File: src/dpn_pkg.sv
// Shared types and constants for the permessage-deflate offer negotiator.
// Holds the result record, register indexes and the keyword text tables.
// No dependencies.
`default_nettype none

package dpn_pkg;

    // Configuration port
    localparam int CFG_INDEX_W = 4;
    localparam int CFG_DATA_W  = 4;

    localparam logic [CFG_INDEX_W-1:0] REG_COMPRESSION_ENABLED = 4'd0;
    localparam logic [CFG_INDEX_W-1:0] REG_WINDOW_BITS_LIMIT   = 4'd1;

    localparam logic [3:0] WINDOW_BITS_RESET = 4'd15;
    localparam logic [3:0] WINDOW_BITS_MIN   = 4'd8;
    localparam logic [3:0] WINDOW_BITS_MAX   = 4'd15;

    // Extension name
    localparam logic [4:0]          EXT_LEN  = 5'd18;
    localparam logic [18*8-1:0]     EXT_TEXT = "permessage-deflate";

    // Parameter names
    localparam logic [1:0] PARAM_SNC   = 2'd0;
    localparam logic [1:0] PARAM_CNC   = 2'd1;
    localparam logic [1:0] PARAM_SBITS = 2'd2;
    localparam logic [1:0] PARAM_CBITS = 2'd3;

    // Parameter names are a side prefix joined to a common tail
    localparam logic [6*8-1:0]  SIDE_SERVER = "server";
    localparam logic [6*8-1:0]  SIDE_CLIENT = "client";
    localparam logic [20*8-1:0] NOCTX_TAIL  = "_no_context_takeover";
    localparam logic [16*8-1:0] WBITS_TAIL  = "_max_window_bits";

    localparam logic [26*8-1:0] SNC_TEXT   = {SIDE_SERVER, NOCTX_TAIL};
    localparam logic [26*8-1:0] CNC_TEXT   = {SIDE_CLIENT, NOCTX_TAIL};
    localparam logic [22*8-1:0] SBITS_TEXT = {SIDE_SERVER, WBITS_TAIL};
    localparam logic [22*8-1:0] CBITS_TEXT = {SIDE_CLIENT, WBITS_TAIL};

    // ASCII codes the parser keys on
    localparam logic [7:0] CH_SEMI  = 8'h3B;
    localparam logic [7:0] CH_COMMA = 8'h2C;
    localparam logic [7:0] CH_SPACE = 8'h20;
    localparam logic [7:0] CH_EQ    = 8'h3D;
    localparam logic [7:0] CH_PLUS  = 8'h2B;
    localparam logic [7:0] CH_MINUS = 8'h2D;
    localparam logic [7:0] CH_ZERO  = 8'h30;
    localparam logic [7:0] CH_NINE  = 8'h39;
    localparam logic [7:0] CH_TAB   = 8'h09;
    localparam logic [7:0] CH_CR    = 8'h0D;

    typedef struct packed {
        logic       offer_found;
        logic       agreed;
        logic       server_noctx_offered;
        logic       client_noctx_offered;
        logic       client_bits_in_reply;
        logic [3:0] client_bits_reply;
        logic       server_bits_in_reply;
        logic [3:0] server_bits_reply;
        logic       value_error;
    } dpn_result_t;

    // Length of a parameter name
    function automatic logic [4:0] param_len(input logic [1:0] sel);
        logic [4:0] len;
        case (sel)
            PARAM_SNC:   len = 5'd26;
            PARAM_CNC:   len = 5'd26;
            PARAM_SBITS: len = 5'd22;
            default:     len = 5'd22;
        endcase
        return len;
    endfunction

    // Character of a parameter name; pos must be below param_len(sel)
    function automatic logic [7:0] param_char(input logic [1:0] sel, input logic [4:0] pos);
        logic [7:0] ch;
        int         k;
        k = int'(param_len(sel)) - 1 - int'(pos);
        if (k < 0)
        begin
            k = 0;
        end
        case (sel)
            PARAM_SNC:   ch = SNC_TEXT[k*8 +: 8];
            PARAM_CNC:   ch = CNC_TEXT[k*8 +: 8];
            PARAM_SBITS: ch = SBITS_TEXT[k*8 +: 8];
            default:     ch = CBITS_TEXT[k*8 +: 8];
        endcase
        return ch;
    endfunction

    // Character of the extension name; pos must be below EXT_LEN
    function automatic logic [7:0] ext_char(input logic [4:0] pos);
        int k;
        k = int'(EXT_LEN) - 1 - int'(pos);
        if (k < 0)
        begin
            k = 0;
        end
        return EXT_TEXT[k*8 +: 8];
    endfunction

endpackage

`default_nettype wire

File: src/dpn_parser.sv
// Byte parser of the extensions header: name search, parameter split,
// value reading and reply computation. Uses dpn_pkg.
// Holds the running parse state; result is combinational on the last byte.
`default_nettype none

module dpn_parser (
    input  wire logic               clk,
    input  wire logic               rst_n,
    input  wire logic               step,
    input  wire logic [7:0]         hdr_byte,
    input  wire logic               last_byte,
    input  wire logic               compression_enabled,
    input  wire logic [3:0]         window_bits_limit,
    output dpn_pkg::dpn_result_t    result
);
    import dpn_pkg::*;

    typedef enum logic [1:0] {
        PH_SEARCH,
        PH_SUFFIX,
        PH_PARAMS,
        PH_DONE
    } phase_t;

    typedef enum logic [2:0] {
        SP_WAIT,
        SP_NAME,
        SP_TRAIL,
        SP_VEMPTY,
        SP_VWS,
        SP_VNUM,
        SP_VDONE
    } sub_t;

    typedef struct packed {
        phase_t            phase;
        logic [4:0]        name_pos;
        logic              prefix_ok;
        logic [3:0]        cand;
        logic [4:0]        char_pos;
        sub_t              sub;
        logic [7:0]        accum;
        logic              neg;
        logic              digit;
        logic              found;
        logic              snc;
        logic              cnc;
        logic              sbits_seen;
        logic              cbits_seen;
        logic signed [8:0] sbits;
        logic signed [8:0] cbits;
        logic              err;
    } pstate_t;

    localparam pstate_t PS_CLEAR = '{
        phase:      PH_SEARCH,
        name_pos:   5'd0,
        prefix_ok:  1'b1,
        cand:       4'hF,
        char_pos:   5'd0,
        sub:        SP_WAIT,
        accum:      8'd0,
        neg:        1'b0,
        digit:      1'b0,
        found:      1'b0,
        snc:        1'b0,
        cnc:        1'b0,
        sbits_seen: 1'b0,
        cbits_seen: 1'b0,
        sbits:      9'sd15,
        cbits:      9'sd0,
        err:        1'b0
    };

    pstate_t ps_reg;
    pstate_t ps_next;
    pstate_t ps_work;

    // Open a new parameter after a semicolon
    function automatic pstate_t start_param(input pstate_t s);
        pstate_t r;
        r          = s;
        r.sub      = SP_NAME;
        r.cand     = 4'hF;
        r.char_pos = 5'd0;
        r.accum    = 8'd0;
        r.neg      = 1'b0;
        r.digit    = 1'b0;
        return r;
    endfunction

    // Close the current parameter and record what it carried
    function automatic pstate_t finish_param(input pstate_t s);
        pstate_t           r;
        logic              empty;
        logic signed [8:0] val;
        logic              sel_ok;
        logic [1:0]        sel;
        r      = s;
        empty  = (s.sub == SP_NAME) || (s.sub == SP_TRAIL) || (s.sub == SP_VEMPTY);
        val    = s.neg ? -$signed({1'b0, s.accum}) : $signed({1'b0, s.accum});
        sel_ok = 1'b0;
        sel    = PARAM_SNC;
        for (int i = 0; i < 4; i++)
        begin
            if (s.cand[i] && (s.char_pos == param_len(2'(i))))
            begin
                sel_ok = 1'b1;
                sel    = 2'(i);
            end
        end
        if (sel_ok)
        begin
            case (sel)
                PARAM_SNC:
                begin
                    r.snc = 1'b1;
                end
                PARAM_CNC:
                begin
                    r.cnc = 1'b1;
                end
                PARAM_SBITS:
                begin
                    r.sbits_seen = 1'b1;
                    if (!empty)
                    begin
                        if (s.digit)
                        begin
                            r.sbits = val;
                        end
                        else
                        begin
                            r.err = 1'b1;
                        end
                    end
                end
                default:
                begin
                    r.cbits_seen = 1'b1;
                    if (empty)
                    begin
                        r.cbits = 9'sd0;
                    end
                    else if (s.digit)
                    begin
                        r.cbits = val;
                    end
                    else
                    begin
                        r.err = 1'b1;
                    end
                end
            endcase
        end
        return r;
    endfunction

    // Cap by the limit, then clamp to the legal window range
    function automatic logic [3:0] reply_bits(input logic signed [8:0] v,
                                              input logic [3:0] lim);
        logic signed [8:0] r;
        logic signed [8:0] lim_s;
        lim_s = $signed({5'd0, lim});
        r     = (v < lim_s) ? v : lim_s;
        if (r < $signed({5'd0, WINDOW_BITS_MIN}))
        begin
            r = $signed({5'd0, WINDOW_BITS_MIN});
        end
        if (r > $signed({5'd0, WINDOW_BITS_MAX}))
        begin
            r = $signed({5'd0, WINDOW_BITS_MAX});
        end
        return r[3:0];
    endfunction

    // Decimal value digits, saturating at 255
    function automatic pstate_t value_byte(input pstate_t s, input logic [7:0] b);
        pstate_t     r;
        logic        is_digit;
        logic        is_ws;
        logic [11:0] v;
        r        = s;
        is_digit = (b >= CH_ZERO) && (b <= CH_NINE);
        is_ws    = (b == CH_SPACE) || ((b >= CH_TAB) && (b <= CH_CR));
        v        = {1'b0, s.accum, 3'b000} + {3'b000, s.accum, 1'b0} + {8'd0, b[3:0]};
        case (s.sub)
            SP_VNUM:
            begin
                if (is_digit)
                begin
                    r.accum = (v > 12'd255) ? 8'd255 : v[7:0];
                    r.digit = 1'b1;
                end
                else
                begin
                    r.sub = SP_VDONE;
                end
            end
            SP_VDONE:
            begin
                r = s;
            end
            default:
            begin
                if (b == CH_SPACE)
                begin
                    r = s;
                end
                else if (is_ws)
                begin
                    r.sub = SP_VWS;
                end
                else if ((b == CH_PLUS) || (b == CH_MINUS))
                begin
                    if (b == CH_MINUS)
                    begin
                        r.neg = 1'b1;
                    end
                    r.sub = SP_VNUM;
                end
                else if (is_digit)
                begin
                    r.accum = {4'd0, b[3:0]};
                    r.digit = 1'b1;
                    r.sub   = SP_VNUM;
                end
                else
                begin
                    r.sub = SP_VDONE;
                end
            end
        endcase
        return r;
    endfunction

    // Parameter section: split at semicolons, match names, read values
    function automatic pstate_t param_byte(input pstate_t s, input logic [7:0] b);
        pstate_t r;
        r = s;
        if (s.sub == SP_WAIT)
        begin
            if (b == CH_SEMI)
            begin
                r = start_param(s);
            end
            else if (b == CH_COMMA)
            begin
                r.phase = PH_DONE;
            end
        end
        else if (b == CH_SEMI)
        begin
            r = start_param(finish_param(s));
        end
        else if (b == CH_COMMA)
        begin
            r       = finish_param(s);
            r.phase = PH_DONE;
        end
        else if ((s.sub == SP_NAME) || (s.sub == SP_TRAIL))
        begin
            if (b == CH_EQ)
            begin
                r.sub   = SP_VEMPTY;
                r.accum = 8'd0;
                r.neg   = 1'b0;
                r.digit = 1'b0;
            end
            else if (b == CH_SPACE)
            begin
                if ((s.sub == SP_NAME) && (s.char_pos != 5'd0))
                begin
                    r.sub = SP_TRAIL;
                end
            end
            else if (s.sub == SP_TRAIL)
            begin
                r.cand = 4'h0;
                r.sub  = SP_NAME;
            end
            else
            begin
                for (int i = 0; i < 4; i++)
                begin
                    if (!((s.char_pos < param_len(2'(i))) &&
                          (param_char(2'(i), s.char_pos) == b)))
                    begin
                        r.cand[i] = 1'b0;
                    end
                end
                if (s.char_pos != 5'd31)
                begin
                    r.char_pos = s.char_pos + 5'd1;
                end
            end
        end
        else
        begin
            r = value_byte(s, b);
        end
        return r;
    endfunction

    // Advance the parse state by one byte and close out on the last one
    always_comb
    begin
        ps_work = ps_reg;
        case (ps_reg.phase)
            PH_SEARCH:
            begin
                if (ps_reg.name_pos != 5'd0)
                begin
                    if ((ps_reg.name_pos < EXT_LEN) && (ext_char(ps_reg.name_pos) == hdr_byte))
                    begin
                        ps_work.name_pos = ps_reg.name_pos + 5'd1;
                    end
                    else
                    begin
                        ps_work.name_pos = 5'd0;
                    end
                end
                else if (ps_reg.prefix_ok && (hdr_byte == "p"))
                begin
                    ps_work.name_pos = 5'd1;
                end
                ps_work.prefix_ok = (hdr_byte == CH_COMMA) || (hdr_byte == CH_SPACE);
                if (ps_work.name_pos >= EXT_LEN)
                begin
                    ps_work.phase = PH_SUFFIX;
                end
            end
            PH_SUFFIX:
            begin
                if ((hdr_byte == CH_SEMI) || (hdr_byte == CH_COMMA) || (hdr_byte == CH_SPACE))
                begin
                    ps_work.found = 1'b1;
                    ps_work.phase = PH_PARAMS;
                    ps_work.sub   = SP_WAIT;
                    if (hdr_byte == CH_SEMI)
                    begin
                        ps_work = start_param(ps_work);
                    end
                    else if (hdr_byte == CH_COMMA)
                    begin
                        ps_work.phase = PH_DONE;
                    end
                end
                else
                begin
                    ps_work.phase     = PH_SEARCH;
                    ps_work.name_pos  = 5'd0;
                    ps_work.prefix_ok = 1'b0;
                end
            end
            PH_PARAMS:
            begin
                ps_work = param_byte(ps_reg, hdr_byte);
            end
            default:
            begin
                ps_work = ps_reg;
            end
        endcase

        if (last_byte)
        begin
            if (ps_work.phase == PH_SUFFIX)
            begin
                ps_work.found = 1'b1;
            end
            else if ((ps_work.phase == PH_PARAMS) && (ps_work.sub != SP_WAIT))
            begin
                ps_work = finish_param(ps_work);
            end
        end

        ps_next = last_byte ? PS_CLEAR : ps_work;
    end

    // Build the reply from the closed-out state
    always_comb
    begin
        result.offer_found          = ps_work.found;
        result.agreed               = ps_work.found && compression_enabled;
        result.server_noctx_offered = ps_work.snc;
        result.client_noctx_offered = ps_work.cnc;
        result.client_bits_in_reply = result.agreed && ps_work.cbits_seen;
        result.server_bits_in_reply = result.agreed && ps_work.sbits_seen;
        result.value_error          = ps_work.err;
        result.client_bits_reply    = 4'd0;
        result.server_bits_reply    = 4'd0;
        if (result.client_bits_in_reply)
        begin
            if (ps_work.cbits == 9'sd0)
            begin
                result.client_bits_reply = reply_bits($signed({5'd0, window_bits_limit}),
                                                      window_bits_limit);
            end
            else
            begin
                result.client_bits_reply = reply_bits(ps_work.cbits, window_bits_limit);
            end
        end
        if (result.server_bits_in_reply)
        begin
            result.server_bits_reply = reply_bits(ps_work.sbits, window_bits_limit);
        end
    end

    // Hold parse state; advance on each consumed byte
    always_ff @(posedge clk or negedge rst_n)
    begin
        if (!rst_n)
        begin
            ps_reg <= PS_CLEAR;
        end
        else if (step)
        begin
            ps_reg <= ps_next;
        end
    end

endmodule

`default_nettype wire

File: src/deflate_extension_offer_negotiator.sv
// Path: the input register captures each accepted byte, and the result register
// captures the result when the last byte is consumed from the input register.
// Throughput: one header byte per cycle, set by the single-pass byte parser
// between the two registers; a result stalled at the output blocks only a
// following last byte.
// Reset: asynchronous, active low; clears the parse state, both pipeline valids,
// and sets compression off with a window bits limit of 15.
// Top level: handshakes, configuration registers and result register.
// Uses dpn_pkg and dpn_parser.
`default_nettype none

module deflate_extension_offer_negotiator (
    input  wire logic                             clk,
    input  wire logic                             rst_n,
    // input channel
    input  wire logic                             in_valid,
    output logic                                  in_stall,
    input  wire logic [7:0]                       hdr_byte,
    input  wire logic                             last_byte,
    // configuration channel
    input  wire logic                             cfg_valid,
    output logic                                  cfg_ready,
    input  wire logic [dpn_pkg::CFG_INDEX_W-1:0]  cfg_index,
    input  wire logic [dpn_pkg::CFG_DATA_W-1:0]   cfg_data,
    // result channel
    output logic                                  out_valid,
    input  wire logic                             out_stall,
    output logic                                  offer_found,
    output logic                                  agreed,
    output logic                                  server_noctx_offered,
    output logic                                  client_noctx_offered,
    output logic                                  client_bits_in_reply,
    output logic [3:0]                            client_bits_reply,
    output logic                                  server_bits_in_reply,
    output logic [3:0]                            server_bits_reply,
    output logic                                  value_error
);
    import dpn_pkg::*;

    logic        compression_reg;
    logic [3:0]  limit_reg;

    logic        s1_valid_reg;
    logic        s1_valid_next;
    logic [7:0]  s1_byte_reg;
    logic        s1_last_reg;
    logic        s1_adv;
    logic        in_accept;

    logic        out_valid_reg;
    logic        out_valid_next;
    dpn_result_t out_reg;
    dpn_result_t parse_result;

    // Configuration writes are always taken
    assign cfg_ready = 1'b1;

    always_ff @(posedge clk or negedge rst_n)
    begin
        if (!rst_n)
        begin
            compression_reg <= 1'b0;
            limit_reg       <= WINDOW_BITS_RESET;
        end
        else if (cfg_valid && cfg_ready)
        begin
            case (cfg_index)
                REG_COMPRESSION_ENABLED: compression_reg <= cfg_data[0];
                REG_WINDOW_BITS_LIMIT:   limit_reg       <= cfg_data[3:0];
                default:                 ;
            endcase
        end
    end

    // Consume the staged byte unless its result has nowhere to go
    assign s1_adv    = s1_valid_reg && (!s1_last_reg || !out_valid_reg || !out_stall);
    assign in_stall  = s1_valid_reg && !s1_adv;
    assign in_accept = in_valid && !in_stall;

    always_comb
    begin
        s1_valid_next = s1_valid_reg;
        if (in_accept)
        begin
            s1_valid_next = 1'b1;
        end
        else if (s1_adv)
        begin
            s1_valid_next = 1'b0;
        end
    end

    always_comb
    begin
        out_valid_next = out_valid_reg;
        if (s1_adv && s1_last_reg)
        begin
            out_valid_next = 1'b1;
        end
        else if (!out_stall)
        begin
            out_valid_next = 1'b0;
        end
    end

    dpn_parser u_parser (
        .clk                 (clk),
        .rst_n               (rst_n),
        .step                (s1_adv),
        .hdr_byte            (s1_byte_reg),
        .last_byte           (s1_last_reg),
        .compression_enabled (compression_reg),
        .window_bits_limit   (limit_reg),
        .result              (parse_result)
    );

    // Hold pipeline valids
    always_ff @(posedge clk or negedge rst_n)
    begin
        if (!rst_n)
        begin
            s1_valid_reg  <= 1'b0;
            out_valid_reg <= 1'b0;
        end
        else
        begin
            s1_valid_reg  <= s1_valid_next;
            out_valid_reg <= out_valid_next;
        end
    end

    // Capture payloads
    always_ff @(posedge clk)
    begin
        if (in_accept)
        begin
            s1_byte_reg <= hdr_byte;
            s1_last_reg <= last_byte;
        end
        if (s1_adv && s1_last_reg)
        begin
            out_reg <= parse_result;
        end
    end

    assign out_valid            = out_valid_reg;
    assign offer_found          = out_reg.offer_found;
    assign agreed               = out_reg.agreed;
    assign server_noctx_offered = out_reg.server_noctx_offered;
    assign client_noctx_offered = out_reg.client_noctx_offered;
    assign client_bits_in_reply = out_reg.client_bits_in_reply;
    assign client_bits_reply    = out_reg.client_bits_reply;
    assign server_bits_in_reply = out_reg.server_bits_in_reply;
    assign server_bits_reply    = out_reg.server_bits_reply;
    assign value_error          = out_reg.value_error;

    // A last byte never overwrites a result still waiting at the output
    a_no_overwrite: assert property (@(posedge clk) disable iff (!rst_n)
        (s1_adv && s1_last_reg) |-> !(out_valid_reg && out_stall))
        else $error("result overwritten while stalled");

    // A consumed last byte always produces a result next cycle
    a_result_follows: assert property (@(posedge clk) disable iff (!rst_n)
        (s1_adv && s1_last_reg) |=> out_valid)
        else $error("last byte consumed without result");

    // The input stalls only behind a last byte blocked by a stalled result
    a_stall_cause: assert property (@(posedge clk) disable iff (!rst_n)
        in_stall |-> (s1_valid_reg && s1_last_reg && out_valid_reg && out_stall))
        else $error("input stalled without cause");

    // An agreed reply implies an offer was found
    a_agreed_found: assert property (@(posedge clk) disable iff (!rst_n)
        (out_valid && agreed) |-> offer_found)
        else $error("agreed without offer");

endmodule

`default_nettype wire
File: config.mk
export PLATFORM = sky130hd
export DESIGN_NAME = deflate_extension_offer_negotiator
export DESIGN_NICKNAME = d
export VERILOG_FILES = /design/src/dpn_pkg.sv /design/src/dpn_parser.sv /design/src/deflate_extension_offer_negotiator.sv
export SDC_FILE = /design/constraint.sdc
export NUM_CORES = 1
export LEC_CHECK = 0
export ABC_AREA = 1
export BUFFER_PORTS_ARGS = -buffer_cell sky130_fd_sc_hd__buf_2
export CAP_MARGIN = 5
export CORE_MARGIN = 3
export CORE_UTILIZATION = 40
export CTS_CLUSTER_SIZE = 12
export DETAILED_ROUTE_END_ITERATION = 8
export GPL_TIMING_DRIVEN = 0
export PLACE_DENSITY = 0.58
export SKIP_CTS_REPAIR_TIMING = 1
export SLEW_MARGIN = 20
export SYNTH_ARGS = -nofsm -noshare
export SYNTH_HDL_FRONTEND = slang
export SYNTH_SLANG_ARGS = --single-unit
export TNS_END_PERCENT = 5
File: constraint.sdc
create_clock -name clk -period 5.3 [get_ports clk]
set_input_delay 1.06 -clock clk [delete_from_list [all_inputs] [get_ports clk]]
set_output_delay 1.06 -clock clk [all_outputs]
set_load 0.01 [all_outputs]
==> results.txt, run 1 <==
Via density: 5.48
final routed wire length divided by cell count: 16.5 microns
warning count from the yosys run: 0
total power after layout: 2.75 mW
floorplan core area: 23000 sq um
Critical Path Most Common Cell: nand2_1
share of synthesized area occupied by flip-flops and latches: 23.9%
CTS tree: yes
critical path class: reg -> reg
status: finished with violations
startpoint type of the worst setup path: flip-flop
clock tree root buffer cell: clkbuf_16
DRC viols: 0
largest vdd supply drop: 123 uV
switching pwr: 1.20 mW
mean instance size in the synthesized netlist: 6.37 sq um
part of the cycle the worst path needs: 108%
delay contributed by the slowest stage of the critical path: 0.49 ns
Comb pwr share: 45.4%
critical-path cell with the highest stage delay: fa_2
failing checks: negative setup slack
GR Overflow Total: 0
Die Span Y: 160 microns
DRT iter0 DRCs: 852
clock transition at the registers of the reported paths: 0.07 ns
sequential cell area: 2280 sq um
post-layout net count: 1677
total area of multi-input combinational cells: 6600 sq um
setup repair after global routing missed its margin: true
Most used DFF post-synth: dfrtp_1
placer's final routability congestion estimate: 0.920
Final Slew Violations: 0
actual transition at the worst max-transition pin: 0.852 ns
dominant cells by area after synthesis: nand2_1 16%, dfrtp_1 13%, ha_1 8.0%
Post-Place Setup Slack: -0.869 ns
achievable clock frequency: 175 MHz
Detailed Routing Iterations Pass 1: 6
critical path endpoint: client_bits_reply[0]
Initial Util: 41.3%
number of antenna violations at the first check in global routing: 0
final setup fails: 8
arrival time reported for the critical path endpoint: 5.95 ns
flip-flop count of the largest register, all copies and words added: 54
slack of the critical path: -0.426 ns
Synth Cell Area: 9480 sq um
count of cells along the worst register-to-register path: 41
Min-Delay Path Class: reg -> reg
I/O Pins: 40
Synth Instances: 1489
number of distinct library cells after synthesis: 63
end-of-flow core utilization: 48.9%
number of sinks on the clock net: 85
max-cap violation count: 0
via count: 10500
clk_skew: 0.0131 ns
CP Max Fanout: 6
layout overhead on the synthesized area: 18.6%
Critical Path End Type: flip-flop
Post-Synthesis Net Count: 1574
cell taking the most area after synthesis: nand2_1
Seq cells post-synth: 85
die area: 25600 sq um
leakage power figure: 5.42 nW
worst-case headroom to the max-slew limit: 43.0%
wire length of the first global-routing pass: 50200 microns
capture instance of the worst register-to-register path: client_bits_reply[0]
origin of the critical flop-to-flop path: u_parser.ps_reg[26]
final HPWL from detailed placement: 24100 microns
worst-skew pair later-pin latency: 0.36 ns
Setup crit start: u_parser.ps_reg[26]
residual antenna-violating net count after detailed routing: 0
CTS HTree Levels: 3
internal power of the cells: 1.55 mW
total routed wirelength: 31600 microns
clock buffer count from CTS: 9
share of power burned in the clock network: 25.7%
Fill cells: 2432
required time at the endpoint of the critical path: 5.52 ns
die width: 160 microns
Overall Global Routing Usage: 24.0%
count of inserted antenna diode cells: 0
proportion of synthesized flip-flops having asynchronous set or reset: 71.8%
setup slack of the most critical reg-to-reg path: -0.43 ns
vias in the first global route: 9678
final hold violation count: 0
Sequential Power Share: 28.9%
largest net degree at the start of global routing: 50
clock buffer depth: 2
top cell type's share of synthesized area: 16.4%
areal power density over the cells: 245 nW/um^2
shortest clock period the worst path allows after layout: 5.73 ns
num rows: 55
number of flops mapped to enable cells by yosys: 24
number of buffers added on ports: 38
Switching Share: 43.7%
share of cells above drive strength 1: 21.7%
## cell usage in the layout (no fill, tap or decap), types with 15 or more instances in the layout
| cell | instances |
|---|---|
| buf_2 | 48 |
| edfxtp_1 | 24 |
| buf_4 | 60 |
| ha_1 | 50 |
| o22ai_1 | 41 |
| inv_2 | 39 |
| nor2_4 | 20 |
| nand3_1 | 118 |
| nor2_1 | 107 |
| nor3_1 | 15 |
| nand2_1 | 394 |
| o21ai_0 | 74 |
| nor2_2 | 17 |
| nand2_2 | 38 |
| inv_1 | 176 |
| nand4_1 | 22 |
| dfrtp_1 | 37 |
| a21oi_1 | 71 |
| o21ai_1 | 22 |
## routing by layer
layer  vias up  GRT usage [%]  wire [microns]
met4         0           6.07             559
met5         -              0               0
met1      4931           34.7           15000
met3        49           2.62            1930
met2       345           38.1           14100
li1       5140              -               -
## worst max-delay path, delay by kind of cell (launching register included)
kind                       cells  cell delay, ns
AOI/OAI and AO/OA              9            1.03
and+or+nand+nor               21            1.81
DFF                            1            0.48
adders and majority gates      6            1.87
buffers and inverters          5            0.38
## cells by family (layout without fill, tap and decap cells)
kind of cell | after synthesis | in the layout | share of synthesized area, %
xor+xnor | 20 | 20 | 2.01
simple gates | 779 | 779 | 37.1
buf+inv | 256 | 364 | 10.8
fa+ha+maj | 63 | 63 | 8.47
other cells | 1 | 1 | 0.0395
flops | 85 | 85 | 23.9
compound gates | 285 | 285 | 17.8
## how the worst min path moves through the flow
stage	start	endpoint	slack, ns	cells past startpoint
3_3_place_gp	u_parser.ps_reg[0]	u_parser.ps_reg[0]	0.48	2
3_5_place_dp	u_parser.ps_reg[44]	u_parser.ps_reg[44]	0.48	2
2_1_floorplan	u_parser.ps_reg[22]	u_parser.ps_reg[22]	0.45	2
5_1_grt	u_parser.ps_reg[44]	u_parser.ps_reg[44]	0.51	2
6_report	u_parser.ps_reg[44]	u_parser.ps_reg[44]	0.49	2
4_1_cts	u_parser.ps_reg[44]	u_parser.ps_reg[44]	0.49	2
## final cells by class
cell class                      instances  share of cell area, %
Buffer                                 35                   1.69
Clock buffer                            9                   2.00
Clock inverter                          7                  0.768
Inverter                              220                   7.49
Multi-Input combinational cell       1148                   58.7
Sequential cell                        85                   20.3
Tap cell                              313                   3.48
Timing Repair Buffer                   93                   5.60
## cells in the mapped netlist (all sizes together), types with 12 or more instances
cell / count
a21oi: 85
nor2: 144
a22oi: 12
nand3: 131
nor3: 21
nand4: 23
dfstp: 13
dfrtp: 48
edfxtp: 24
o21ai: 102
clkbuf: 15
o22ai: 41
xor2: 17
nand2: 442
inv: 219
ha: 61
buf: 21
## metrics by stage
| step | setup TNS [ns] | std cells | hold slack (ns) | cell area (sq um) |
|---|---|---|---|---|
| after floorplan | -0.0567 | 1489 | 0.453 | 9540 |
| after global placement | -6.13 | 1840 | 0.475 | 10100 |
| after detailed placement | -6.68 | 1841 | 0.475 | 10200 |
| after CTS | -6.97 | 1857 | 0.486 | 10500 |
| after global routing | -5.90 | 1910 | 0.512 | 11200 |
| final | -2.56 | 1910 | 0.486 | 11200 |
## power groups by stage
stage | registers (mW) | clock network (mW) | logic [mW]
detailed placement | 0.804 | 0 | 1.12
finish | 0.795 | 0.706 | 1.25
global placement | 0.805 | 0 | 1.11
floorplan | 0.790 | 0 | 0.843
CTS | 0.792 | 0.715 | 1.12
global route | 0.802 | 0.738 | 1.41
(Power assumes the default switching activity.)
==> run 2: changes to the inputs <==
- ABC_AREA: 1 -> not set
==> run 2 against run 1 <==
  * The run still ends with negative setup slack left
  * Count of clock-buffer cells in the layout is the same
  * Via count shrank 1.1%
  * Routed wire length grew 8.2%
  * Hold slack lost 0.0032 ns
  * Die area grew 3.0%
  * Total power shrank 14%
  * Worst setup slack lost 0.89 ns
==> results.txt, run 2 <==
status: finished with violations
failing checks: negative setup slack
Fill cells: 2327 (-4.3%)
share of cells above drive strength 1: 22.7% (+1.1 points)
Setup crit start: u_parser.ps_reg[26]
arrival time reported for the critical path endpoint: 6.83 ns (+0.88 ns)
areal power density over the cells: 203 nW/um^2 (-17%)
number of sinks on the clock net: 85 (unchanged)
mean instance size in the synthesized netlist: 7.94 sq um (+25%)
startpoint type of the worst setup path: flip-flop
max-cap violation count: 0 (unchanged)
critical path class: reg -> reg
internal power of the cells: 1.45 mW (-6.4%)
switching pwr: 0.914 mW (-24%)
residual antenna-violating net count after detailed routing: 0 (unchanged)
xor-xnor portion of the synthesized cell area: 3.67% (+1.7 points)
proportion of synthesized flip-flops having asynchronous set or reset: 71.8% (unchanged)
clock transition at the registers of the reported paths: 0.07 ns (about the same)
synthesized-area fraction occupied by ao, oa, aoi and oai cells: 30.7% (+13 points)
Sequential Power Share: 33.3% (+4.4 points)
worst-case headroom to the max-slew limit: 41.6% (-1.4 points)
total area of multi-input combinational cells: 7500 sq um (+14%)
clock buffer depth: 2 (unchanged)
via count: 10300 (-1.1%)
largest family of logic cells by synthesized area: compound AO/OA/AOI/OAI gates
final HPWL from detailed placement: 25400 microns (+5.5%)
final setup fails: 8 (unchanged)
Min-Delay Path Class: reg -> reg
Post-Place Setup Slack: -1.75 ns (-0.882 ns)
required time at the endpoint of the critical path: 5.52 ns (about the same)
post-layout net count: 1405 (-16%)
Post-Synthesis Net Count: 1317 (-16%)
worst-skew pair later-pin latency: 0.36 ns (about the same)
hold slack: 0.483 ns (-0.00323 ns)
dominant cells by area after synthesis: dfrtp_1 12%, ha_1 7.8%, edfxtp_1 7.4%
num rows: 56 (+1.8%)
final hold violation count: 0 (unchanged)
DRT iter0 DRCs: 1094 (+28%)
post-route cell area: 11700 sq um (+3.7%)
largest vdd supply drop: 163 uV (+33%)
total routed wirelength: 34200 microns (+8.2%)
floorplan core area: 23800 sq um (+3.3%)
number of buffers added on ports: 38 (unchanged)
number of antenna violations at the first check in global routing: 0 (unchanged)
layout overhead on the synthesized area: 19.3%
Overall Global Routing Usage: 24.9% (+0.94 points)
GR Overflow Total: 0 (unchanged)
number of distinct library cells after synthesis: 113 (+79%)
Comb pwr share: 37.9% (-7.5 points)
count of inserted antenna diode cells: 0 (unchanged)
shortest clock period the worst path allows after layout: 6.61 ns (+0.889 ns)
setup repair after global routing missed its margin: true
CTS tree: yes
flip-flop count of the largest register, all copies and words added: 54 (unchanged)
I/O Pins: 40 (unchanged)
hold_sp: u_parser.ps_reg[13]
most frequent cells in the layout: 109 x nand2_1, 108 x o21ai_0, 80 x a21oi_1
Initial Util: 41.2% (-0.091 points)
delay contributed by the slowest stage of the critical path: 0.49 ns (about the same)
clock tree root buffer cell: clkbuf_16
vias in the first global route: 9406 (-2.8%)
origin of the critical flop-to-flop path: u_parser.ps_reg[26]
critical-path cell with the highest stage delay: dfrtp_2
sequential cell area: 2270 sq um (-0.27%)
DRC viols: 0 (unchanged)
part of the cycle the worst path needs: 125% (+17 points)
slack of the critical path: -1.31 ns (-0.889 ns)
Detailed Routing Iterations Pass 1: 6 (unchanged)
Sum Neg Setup Slack: -9.54 ns (-6.98 ns)
CP Max Fanout: 7 (+1)
clk_skew: 0.0101 ns (-0.00299 ns)
Seq cells post-synth: 85 (unchanged)
share of synthesized area occupied by flip-flops and latches: 23.1% (-0.72 points)
synth cell count leaders: 113 x o21ai_0, 112 x nand2_1, 88 x a21oi_1
synthesized-area fraction occupied by and/or/nand/nor cells: 24.0% (-13 points)
Synth Instances: 1232 (-17%)
die width: 162 microns (+1.5%)
Synth Cell Area: 9780 sq um (+3.1%)
CTS HTree Levels: 3 (unchanged)
warning count from the yosys run: 0 (unchanged)
achievable clock frequency: 151 MHz (-13%)
share of synthesized cell area in full adder, half adder and majority cells: 8.32% (-0.15 points)
most used standard cell by instance count after synthesis: o21ai_0
Die Span Y: 162 microns (+1.5%)
post-detailed-placement cell area: 10600 sq um (+4.4%)
top cell type's share of synthesized area: 12.3% (-4.1 points)
Final Slew Violations: 0 (unchanged)
total power after layout: 2.36 mW (-14%)
Switching Share: 38.7% (-5.1 points)
most common library cell in the layout ignoring fill and taps: nand2_1
die area: 26400 sq um (+3.0%)
largest net degree at the start of global routing: 48 (-4.0%)
cell taking the most area after synthesis: dfrtp_1
Via density: 6.29 (+15%)
portion of netlist area occupied by mux cells: 3.99% (+4.0 points)
final routed wire length divided by cell count: 20.8 microns (+26%)
share of power burned in the clock network: 28.8% (+3.1 points)
actual transition at the worst max-transition pin: 0.874 ns (+0.0228 ns)
clock buffer count from CTS: 9 (unchanged)
leakage power figure: 4.66 nW (-14%)
wire length of the first global-routing pass: 52800 microns (+5.2%)
Most used DFF post-synth: dfrtp_1
placer's final routability congestion estimate: 0.962 (+4.7%)
number of flops mapped to enable cells by yosys: 24 (unchanged)
Critical Path End Type: flip-flop
==> run 2: critical path, delay by kind of cell (launching register included) <==
| kind | cells | cell delay, ns |
|---|---|---|
| compound gates | 9 | 1.91 |
| simple gates | 8 | 1.57 |
| fa+ha+maj | 5 | 1.51 |
| buf+inv | 5 | 0.70 |
| flops | 1 | 0.49 |
| mux | 1 | 0.31 |
==> run 2: path summary, 6_finish.rpt <==
| check | end | slack (ns) | depth (start not counted) |
|---|---|---|---|
| max in group asynchronous | u_parser.ps_reg[44] | 4.17 | 2 |
| worst min-delay path | u_parser.ps_reg[13] | 0.48 | 2 |
| min in group asynchronous | u_parser.ps_reg[47] | 0.56 | 1 |
| worst max-delay path | server_bits_reply[2] | -1.31 | 28 |
| worst max register to register | server_bits_reply[2] | -1.31 | 28 |
| worst min register to register | u_parser.ps_reg[13] | 0.48 | 2 |
==> run 2: final cells by class <==
type	instances	share of cell area, %
multi-input cells	1008	64.3
flip-flops and latches	85	19.5
repair buffers	78	4.40
plain buffers	77	3.83
well taps	319	3.42
inverters	61	2.01
clock buffers	9	1.93
clock inverters	7	0.686
==> run 2: cell families after synthesis <==
| logic type | count (synthesis) |
|---|---|
| buffers and inverters | 139 |
| AOI/OAI and AO/OA | 445 |
| and+or+nand+nor | 426 |
| DFF | 85 |
| adders and majority gates | 64 |
| other | 1 |
| muxes | 31 |
| xor gates and xnor gates | 41 |
==> run 2: power groups by stage <==
stage / combinational (mW) / clock, mW / sequential, mW
floorplan: 0.546 / 0 / 0.785
global placement: 0.755 / 0 / 0.799
detailed placement: 0.766 / 0 / 0.798
CTS: 0.769 / 0.687 / 0.786
global route: 0.966 / 0.717 / 0.794
finish: 0.896 / 0.679 / 0.787
==> run 2: metrics by stage <==
stage / util (%) / std cells
final: 49.1 / 1644
after global placement: 44.5 / 1589
after global routing: 49.1 / 1644
after floorplan: - / 1232
after detailed placement: 44.6 / 1590
after CTS: 45.9 / 1606
==> run 2: layer usage <==
| metal | global-route usage [%] | share of wire [%] | vias to the layer above |
|---|---|---|---|
| met4 | 6.24 | 2.0 | 0 |
| li1 | - | - | 4834 |
| met1 | 37.5 | 47 | 5019 |
| met2 | 37.2 | 44 | 437 |
| met5 | 0 | 0 | - |
| met3 | 3.74 | 7.3 | 55 |
